File: src/hdl/rolling_hash_pattern_matcher_top_defines.svh
// Assertion macros shared by the rolling hash pattern matcher RTL.
// Depends on nothing; included by files that carry concurrent checks.
`ifndef ROLLING_HASH_PATTERN_MATCHER_TOP_DEFINES_SVH
`define ROLLING_HASH_PATTERN_MATCHER_TOP_DEFINES_SVH
`ifndef SYNTHESIS
// Antecedent and consequent in the same cycle.
`define RHPM_ASSERT_SAME(lbl, clk, rst, ante, cons) \
   lbl: assert property (@(posedge clk) disable iff (rst) (ante) |-> (cons)) \
      else $error("rhpm: same-cycle check failed");
// Consequent in the cycle after the antecedent.
`define RHPM_ASSERT_NEXT(lbl, clk, rst, ante, cons) \
   lbl: assert property (@(posedge clk) disable iff (rst) (ante) |=> (cons)) \
      else $error("rhpm: next-cycle check failed");
`else
`define RHPM_ASSERT_SAME(lbl, clk, rst, ante, cons)
`define RHPM_ASSERT_NEXT(lbl, clk, rst, ante, cons)
`endif
`endif

File: src/hdl/rhpm_ram.sv
// Generic single-write, single-read synchronous RAM with a registered read.
// Depends on nothing.
module rhpm_ram #(
   parameter int WIDTH = 8,
   parameter int DEPTH = 16
) (
   input  logic                     clock,
   input  logic                     wr_en,
   input  logic [$clog2(DEPTH)-1:0] wr_addr,
   input  logic [WIDTH-1:0]         wr_data,
   input  logic                     rd_en,
   input  logic [$clog2(DEPTH)-1:0] rd_addr,
   output logic [WIDTH-1:0]         rd_data
);

   logic [WIDTH-1:0] mem [DEPTH];
   logic [WIDTH-1:0] rd_data_ff;

   always_ff @(posedge clock) begin
      if (wr_en) begin
         mem[wr_addr] <= wr_data;
      end
      if (rd_en) begin
         rd_data_ff <= mem[rd_addr];
      end
   end

   assign rd_data = rd_data_ff;

endmodule

File: config.mk
export PLATFORM = sky130hd
export DESIGN_NAME = rhpm_ram
export DESIGN_NICKNAME = d
export VERILOG_FILES = /design/src/hdl/rolling_hash_pattern_matcher_top_defines.svh /design/src/hdl/rhpm_ram.sv
export SDC_FILE = /design/constraint.sdc
export NUM_CORES = 1
export LEC_CHECK = 0
export ABC_AREA = 1
export BUFFER_PORTS_ARGS = -buffer_cell sky130_fd_sc_hd__buf_2
export CELL_PAD_IN_SITES_DETAIL_PLACEMENT = 0
export CELL_PAD_IN_SITES_GLOBAL_PLACEMENT = 1
export CORE_ASPECT_RATIO = 2
export CORE_MARGIN = 1.5
export CORE_UTILIZATION = 49
export CTS_CLUSTER_SIZE = 8
export DETAILED_ROUTE_END_ITERATION = 16
export GPL_TIMING_DRIVEN = 1
export HOLD_SLACK_MARGIN = 0.15
export PLACE_DENSITY = 0.83
export SYNTH_ARGS = -nofsm -noshare
export SYNTH_HDL_FRONTEND = slang
export SYNTH_SLANG_ARGS = --single-unit
File: constraint.sdc
create_clock -name clock -period 1.7 [get_ports clock]
set_clock_uncertainty 0.05 [all_clocks]
set_input_delay 0.34 -clock clock [delete_from_list [all_inputs] [get_ports clock]]
set_output_delay 0.34 -clock clock [all_outputs]
set_load 0.005 [all_outputs]
# [Word level (Yosys, flattened, before mapping)]
# Memory sizes are Yosys's and may differ from the RTL's. A register that Yosys moved wholly into a read port is not among the register bits.
# Cells that the tools add are included.
[totals] n_memories=1 register_bits=0 in_bits=19 mem_bits_rw=128 latchBits=0 romBits=0 elab_cells=3
[classes] n_lt_le_gt_ge=0 n_eq_ne=0 addsub=0 n_bitwise=0 n_mul=0 n_div=0 reduce_logical=0 n_shift=0 muxes=2
[mem_list] name="mem" words=16 word_bits=8 read_ports=1 rd_clocked_by_memory_dff=1 wr=1 line_no="rhpm_ram.sv:16" source="logic [WIDTH-1:0] mem [DEPTH];"
[op_table] op="$mux W1" count=2

# [Depth between registers and ports, before layout]
# Gate-level depths: netlist (run 1).
[depth] word_depth=2 mapped_depth=8

# [Least setup slack after synthesis (run 1)]
# Ideal clock, no wire load.
[synth_path] path_type="input-to-reg" start="in wr_addr[2]" end="mem mem[10][0], enable pin" cell_stages=2 required_ps=1280 arrival_time_ps=921 slack_ps=359 n_path_buf=0 cell_sequence="nand3b_1 -> nor2_1"
[synth_rtl] element="from (decl)" line_no="rhpm_ram.sv:9" source="input logic [$clog2(DEPTH)-1:0] wr_addr,"
[synth_rtl] element="to (decl)" line_no="rhpm_ram.sv:16"
# No word-level cell before the write port.

# [Worst setup path after layout (run 1)]
[layout_path] start="reg rd_data_ff[7] (netlist: rd_data[7]), read port of mem" end="out rd_data[7]"
[layout_rtl] element="from (decl)" line_no="rhpm_ram.sv:17" source="logic [WIDTH-1:0] rd_data_ff;"
[layout_rtl] element="to (decl)" line_no="rhpm_ram.sv:13" source="output logic [WIDTH-1:0] rd_data"
# No word-level cell between the ends.

==> results of run 1 <==
## power breakdown
group	switching (W)	internal (W)	total [W]
registers	0.0000217	0.00378	0.00380
clock network	0.00137	0.00231	0.00369
logic	0.000322	0.000139	0.000461
total	0.00172	0.00623	0.00795
## worst max-delay path by stage
| stage | slack, ns | start | endpoint | cells after the start |
|---|---|---|---|---|
| 2_1_floorplan | 0.36 | wr_addr[2] | mem[10][0]$_DFFE_PP_ | 2 |
| 5_1_grt | 0.29 | rd_data[7]$_DFFE_PP_ | rd_data[7] | 1 |
| 3_5_place_dp | -0.003 | rd_addr[0] | rd_data[7]$_DFFE_PP_ | 8 |
| 6_report | 0.31 | rd_data[7]$_DFFE_PP_ | rd_data[7] | 1 |
| 4_1_cts | 0.27 | rd_data[7]$_DFFE_PP_ | rd_data[7] | 1 |
| 3_3_place_gp | 0.01 | rd_addr[0] | rd_data[3]$_DFFE_PP_ | 8 |
## through the flow
stage | hold WS, ns | cells | instance area (sq um)
floorplan | 0.3889 | 551 | 5847
global placement | 0.6730 | 721 | 6202
detailed placement | 0.6768 | 721 | 6202
CTS | 0.2535 | 753 | 6807
global route | 0.2500 | 753 | 6807
finish | 0.2592 | 753 | 6807
## flip-flops by register name (all words and copies together), names as in the netlist
signal and cells:
mem 128, rd_data 8
## routing by layer
layer	wire [um]	global-route usage, %
met5	0	0
met4	486	13.14
met3	660	3.420
met2	7134	39.70
met1	4992	26.78
## cells in the final DEF (no fill, tap or decap), drive strengths merged
master,instances
buf,49
bufinv,3
clkbuf,18
clkinv,4
clkinvlp,5
edfxtp,136
inv,104
nand2,173
nand3,97
nand3b,2
nor2,17
## kinds of logic (layout without fill, tap and decap cells)
logic type | after synthesis | in the layout | synth area share (%)
buf+inv | 126 | 183 | 9.394
simple gates | 289 | 289 | 20.76
flops | 136 | 136 | 69.85
## cell type report
cell class	count	area share [%]
clock buffers	18	6.305
clock inverters	14	2.574
inverters	102	5.625
multi-input cells	289	17.83
flip-flops and latches	136	60.00
well taps	145	2.665
repair buffers	49	5.000
==> impl_metrics.tcl, run 1 <==
set metrics [dict create \
    hold_viol 0 \
    cts_resized 0 \
    async_reset_ff_share_pct 0 \
    row_count 56 \
    dr.pass1.iters 5 \
    die_w_um 80.24 \
    hold_path.class "primary input to register" \
    numPortBuffers 26 \
    grt_max_degree 65 \
    htreeDepth 4 \
    maxCapViolations 0 \
    syn_area_per_cell_sq_um 10.61 \
    drv_slew 0 \
    io_pins 27 \
    setup_violations 0 \
    synth_nets 570 \
    setup_tns_ns 0 \
    drtIter0Drc 335 \
    nNetsFinal 614 \
    antenna_found_initial 0 \
    final_util_pct 58.17 \
    fill_cells 943 \
    worst-slew-pin-transition_ns 0.6059 \
    clk_pin_slew_ns 0.06 \
    start_util_pct 49.97 \
    synth_cells 551 \
    cp_num_buf_inv 1 \
    via_per_inst 5.137 \
    yosys_warnings 0 \
    final_antenna_net_count 0 \
    design_power_total_w 0.007947 \
    crit_family "flip-flops" \
    area_growth_syn_to_layout_pct 16.41 \
    status "finished clean" \
    synth_cell_types 11 \
    syn_area_sq_um 5847 \
    cts_tree "built" \
    fin_crit_sh_pct 81.75 \
    coreArea_sq_um 11700 \
    critPathKind "register to primary output" \
    cts_root_buf "clkbuf_16" \
    hold_end "rd_data[3]$_DFFE_PP_" \
    drive_above_1_share_pct 13.32 \
    clock_sinks 136 \
    reg2reg_from "mem[13][3]$_DFFE_PP_" \
    rrSetupSlack_ns 0.47 \
    peakVddDrop_uv 935.2 \
    synth-main-ff-cell "edfxtp_1" \
    antenna_cells 0 \
    crit_chain "buf_2" \
    yosysTopAreaCell "edfxtp_1" \
    cts_setup_buffers 0 \
    postCtsHoldBufs 0 \
    wl_per_cell_um 17.63 \
    synth_most_common_cell "nand2_1" \
    cts-buffers-inserted 17 \
    multi_input_area_sq_um 1214 \
    clock_latency_ns 0.41 \
    crit_slowest_cell "edfxtp_1" \
    crit_fanout 1 \
    route.detailed.drc 0 \
    min-delay-start "rd_en" \
    clockBufferDepth 2 \
    clock.fmax_mhz 719.5 \
    regArea_sq_um 4084 \
    hold_path_depth 1 \
    grt_pass1_wl_um 20630 \
    worstSetupEndpointType "primary output" \
    synth_top_cells_by_area "edfxtp_1 70%, nand2_1 11%, nand3_1 8.3%" \
    routed_wirelength_um 13270 \
    detailed_place_hpwl_um 8474 \
    grt_use_total_pct 23.04 \
    postLayoutSetupSlackWorst_ns 0.3102 \
    cp.required_ns 1.31 \
    yosys-top-cells-count "173 x nand2_1, 136 x edfxtp_1, 100 x inv_1, 97 x nand3_1, 17 x nor2_1" \
    arrival_ns 1.00 \
    vias 3868 \
    ys_ff_latch 136 \
    fin_crit_ns 1.390 \
    die_h_um 157.5 \
    grt_pass1_vias 3823 \
    critPathLaunchType "register" \
    synth_edf_count 136 \
    reg2reg_to "rd_data[3]$_DFFE_PP_" \
    gp_congestion 0.8501 \
    dieArea_sq_um 12640 \
    worst_path_largest_cell_delay_ns 0.43 \
    dp_slack_ns -0.003445 \
    grt-ovfl-total 0 \
    slew_headroom_pct 59.55 \
    p_per_area_nw_per_um2 1168 \
    synth-seq-area-share_pct 69.85 \
    worstRegToRegCells 6 \
    rsz0062_at_grt "false" \
    netlist.area_leader.share_pct 69.85 \
    power.leakage_nw 2.941 \
]
(Power assumes the default switching activity.)
==> run 2, diff against run 1 <==
--- a/config.mk
+++ b/config.mk
@@ -5,18 +5,18 @@
 export SDC_FILE = /design/constraint.sdc
 export NUM_CORES = 1
 export LEC_CHECK = 0
-export ABC_AREA = 1
+export ABC_AREA = 0
 export BUFFER_PORTS_ARGS = -buffer_cell sky130_fd_sc_hd__buf_2
 export CELL_PAD_IN_SITES_DETAIL_PLACEMENT = 0
 export CELL_PAD_IN_SITES_GLOBAL_PLACEMENT = 1
 export CORE_ASPECT_RATIO = 2
 export CORE_MARGIN = 1.5
-export CORE_UTILIZATION = 49
+export CORE_UTILIZATION = 50
 export CTS_CLUSTER_SIZE = 8
 export DETAILED_ROUTE_END_ITERATION = 16
 export GPL_TIMING_DRIVEN = 1
 export HOLD_SLACK_MARGIN = 0.15
-export PLACE_DENSITY = 0.83
+export PLACE_DENSITY = 0.78
 export SYNTH_ARGS = -nofsm -noshare
 export SYNTH_HDL_FRONTEND = slang
 export SYNTH_SLANG_ARGS = --single-unit
==> constraint.sdc (replaced) <==
create_clock -name clock -period 1.3 [get_ports clock]
set_clock_uncertainty 0.05 [all_clocks]
set_input_delay 0.26 -clock clock [delete_from_list [all_inputs] [get_ports clock]]
set_output_delay 0.26 -clock clock [all_outputs]
set_load 0.005 [all_outputs]
==> run 2 against run 1 <==
  * Final area fell by 5.1%
  * Hold slack got worse by 0.081 ns
  * Largest cell class unchanged
  * The flow now finishes with violations (setup timing)
  * First-iteration DRC count fell by 35%
==> impl_metrics.tcl, run 2 <==
set metrics [dict create \
    clock_sinks 136 \
    syn_area_per_cell_sq_um 22.83 \
    synth_top_cells_by_area "edfxtp_1 78%, mux4_2 7.8%, mux4_1 7.0%" \
    ys_ff_latch 136 \
    numPortBuffers 26 \
    final_antenna_net_count 0 \
    grt_pass1_wl_um 15470 \
    reg2reg_from "mem[3][3]$_DFFE_PP_" \
    row_count 52 \
    use_met2_pct 35.75 \
    async_reset_ff_share_pct 0 \
    multi_input_area_sq_um 1101 \
    worst-slew-pin-transition_ns 0.9578 \
    critPathLaunch "mem[3][3]$_DFFE_PP_" \
    hold_ws_ns 0.1785 \
    dp_slack_ns -0.4862 \
    start_util_pct 51.50 \
    critPathLaunchType "register" \
    dr.pass1.iters 4 \
    critical_path.endpoint "rd_data[3]$_DFFE_PP_" \
    die_h_um 147.6 \
    netlist.area_leader.share_pct 78.12 \
    worstSetupEndpointType "register" \
    regArea_sq_um 4084 \
    yosys_warnings 0 \
    status "finished, violations left" \
    drv_slew 0 \
    via_per_inst 5.491 \
    worst_path_largest_cell_delay_ns 0.48 \
    clock_latency_ns 0.40 \
    crit_fanout 1 \
    synth_nets 248 \
    synth_most_common_cell "edfxtp_1" \
    worstRegToRegCells 3 \
    cp_num_buf_inv 0 \
    power.leakage_nw 2.167 \
    postLayoutSetupSlackWorst_ns -0.1208 \
    dp_cells 417 \
    arrival_ns 1.52 \
    violations "setup timing" \
    critPathKind "register to register" \
    cts_tree "built" \
    setup_violations 8 \
    io_pins 27 \
    final_common_cell "edfxtp_1" \
    htreeDepth 4 \
    postCtsHoldBufs 0 \
    fill_cells 718 \
    rsz0062_at_grt "true" \
    wl_per_cell_um 21.94 \
    fin_crit_sh_pct 109.3 \
    antenna_found_initial 0 \
    antenna_cells 0 \
    top_usage_layer "met2" \
    clock.fmax_mhz 703.8 \
    dpl_cell_area_sq_um 5808 \
    fin_crit_ns 1.421 \
    hold_viol 0 \
    final_cell_area_sq_um 6459 \
    grt_pass1_vias 2707 \
    p_per_area_nw_per_um2 1605 \
    detailed_place_hpwl_um 6892 \
    peakVddDrop_uv 1174 \
    synth_cells 229 \
    nNetsFinal 320 \
    clockBufferDepth 2 \
    drtIter0Drc 218 \
    maxCapViolations 0 \
    path_depth 3 \
    slew_headroom_pct 36.02 \
    yosysTopAreaCell "edfxtp_1" \
    syn_area_sq_um 5228 \
    die_w_um 75.30 \
    hold_path.class "primary input to register" \
    grt_use_met1_pct 23.10 \
    route.detailed.drc 0 \
    coreArea_sq_um 10150 \
    routed_wirelength_um 9828 \
    cts-buffers-inserted 17 \
    yosys-top-cells-count "136 x edfxtp_1, 18 x mux4_2, 16 x a22oi_1, 14 x mux4_1, 13 x nor2_1" \
    grt_max_degree 20 \
    gp_congestion 0.7608 \
    cts_root_buf "clkbuf_16" \
    clk_pin_slew_ns 0.06 \
    synth-seq-area-share_pct 78.12 \
    dieArea_sq_um 11110 \
    drive_above_1_share_pct 45.37 \
    synth_cell_types 18 \
    crit_slowest_cell "mux4_2" \
    grt-ovfl-total 0 \
    final_cell_mix "136 x edfxtp_1, 32 x mux4_2, 30 x buf_4, 26 x buf_2, 17 x clkbuf_16" \
    grtUsageMet3_pct 5.726 \
    cp.required_ns 1.40 \
    fin_cells 448 \
    final_util_pct 63.63 \
    max_flop_register "mem" \
    area_growth_syn_to_layout_pct 23.55 \
    largest_reg_flops 128 \
    reg2reg_to "rd_data[3]$_DFFE_PP_" \
    grt_use_total_pct 20.43 \
    rrSetupSlack_ns -0.12 \
    synth-main-ff-cell "edfxtp_1" \
    crit_chain "mux4_2, a22oi_2, nand2_1" \
    vias 2460 \
    crit_family "multiplexers" \
    synth_edf_count 136 \
]
-- run 2: changes by cell type in the layout (fill, tap and decap cells not counted), moves of 4 or more --
cell	before	now
a22oi_2	0	9
nand2_1	173	9
mux4_2	0	32
nor2_1	17	10
inv_1	100	0
buf_12	3	7
a22oi_1	0	7
buf_4	20	30
nand3_1	97	1
-- run 2: repair_timing --
| action | in CTS | in global routing |
|---|---|---|
| pin swaps | 5 | 1 |
| gates resized for setup | 7 | 3 |
| setup buffers | 0 | 0 |
| gates cloned | 0 | 0 |
| endpoints found under the hold margin | 0 | 0 |
| setup endpoints to repair | 10 | 10 |
-- run 2: through the flow --
step / power, W / setup TNS [ns]
after CTS: 0.01045 / -0.9308
after floorplan: 0.005333 / -2.817
after detailed placement: 0.005576 / -23.37
after global routing: 0.01068 / -1.303
final: 0.01036 / -0.8764
after global placement: 0.005562 / -21.52
-- run 2: power breakdown --
| part | total (W) | leakage [nW] | internal [W] | switching (W) |
|---|---|---|---|---|
| combinational | 0.000527 | 0.651 | 0.000250 | 0.000277 |
| clock | 0.00487 | 0.280 | 0.00318 | 0.00169 |
| sequential | 0.00497 | 1.24 | 0.00494 | 0.0000260 |
| total | 0.0104 | 2.17 | 0.00837 | 0.00199 |
-- run 2: worst min-delay path by stage --
stage               cells after the start                    to  startpoint  slack, ns
global placement                        1   mem[6][6]$_DFFE_PP_  wr_data[6]       0.59
finish                                  1  rd_data[5]$_DFFE_PP_       rd_en       0.18
global route                            1  rd_data[0]$_DFFE_PP_       rd_en       0.17
CTS                                     1  rd_data[0]$_DFFE_PP_       rd_en       0.17
detailed placement                      1  rd_data[6]$_DFFE_PP_       rd_en       0.59
floorplan                               0   mem[0][0]$_DFFE_PP_  wr_data[0]       0.31
-- run 2: cells by family after synthesis --
group | synth area share (%)
muxes | 14.79
and+or+nand+nor | 3.136
buffers and inverters | 1.651
DFF | 78.12
AOI/OAI and AO/OA | 2.298
-- run 2: worst register-to-register path, stage by stage, from the launching register on --
cell and delay [ns]:
edfxtp_1 0.37, mux4_2 0.48, a22oi_2 0.20, nand2_1 0.07
-- run 2: final cells by class --
type / count / share of cell area (%)
well taps: 135 / 2.615
clock inverters: 13 / 2.790
clock buffers: 18 / 6.645
repair buffers: 63 / 7.671
multi-input cells: 83 / 17.05
flip-flops and latches: 136 / 63.23
-- run 2: routing by layer --
layer / up-vias / share of wire, %
li1: 1112 / -
met3: 13 / 3.2
met5: - / 0
met2: 72 / 59
met4: 0 / 2.0
met1: 1263 / 36
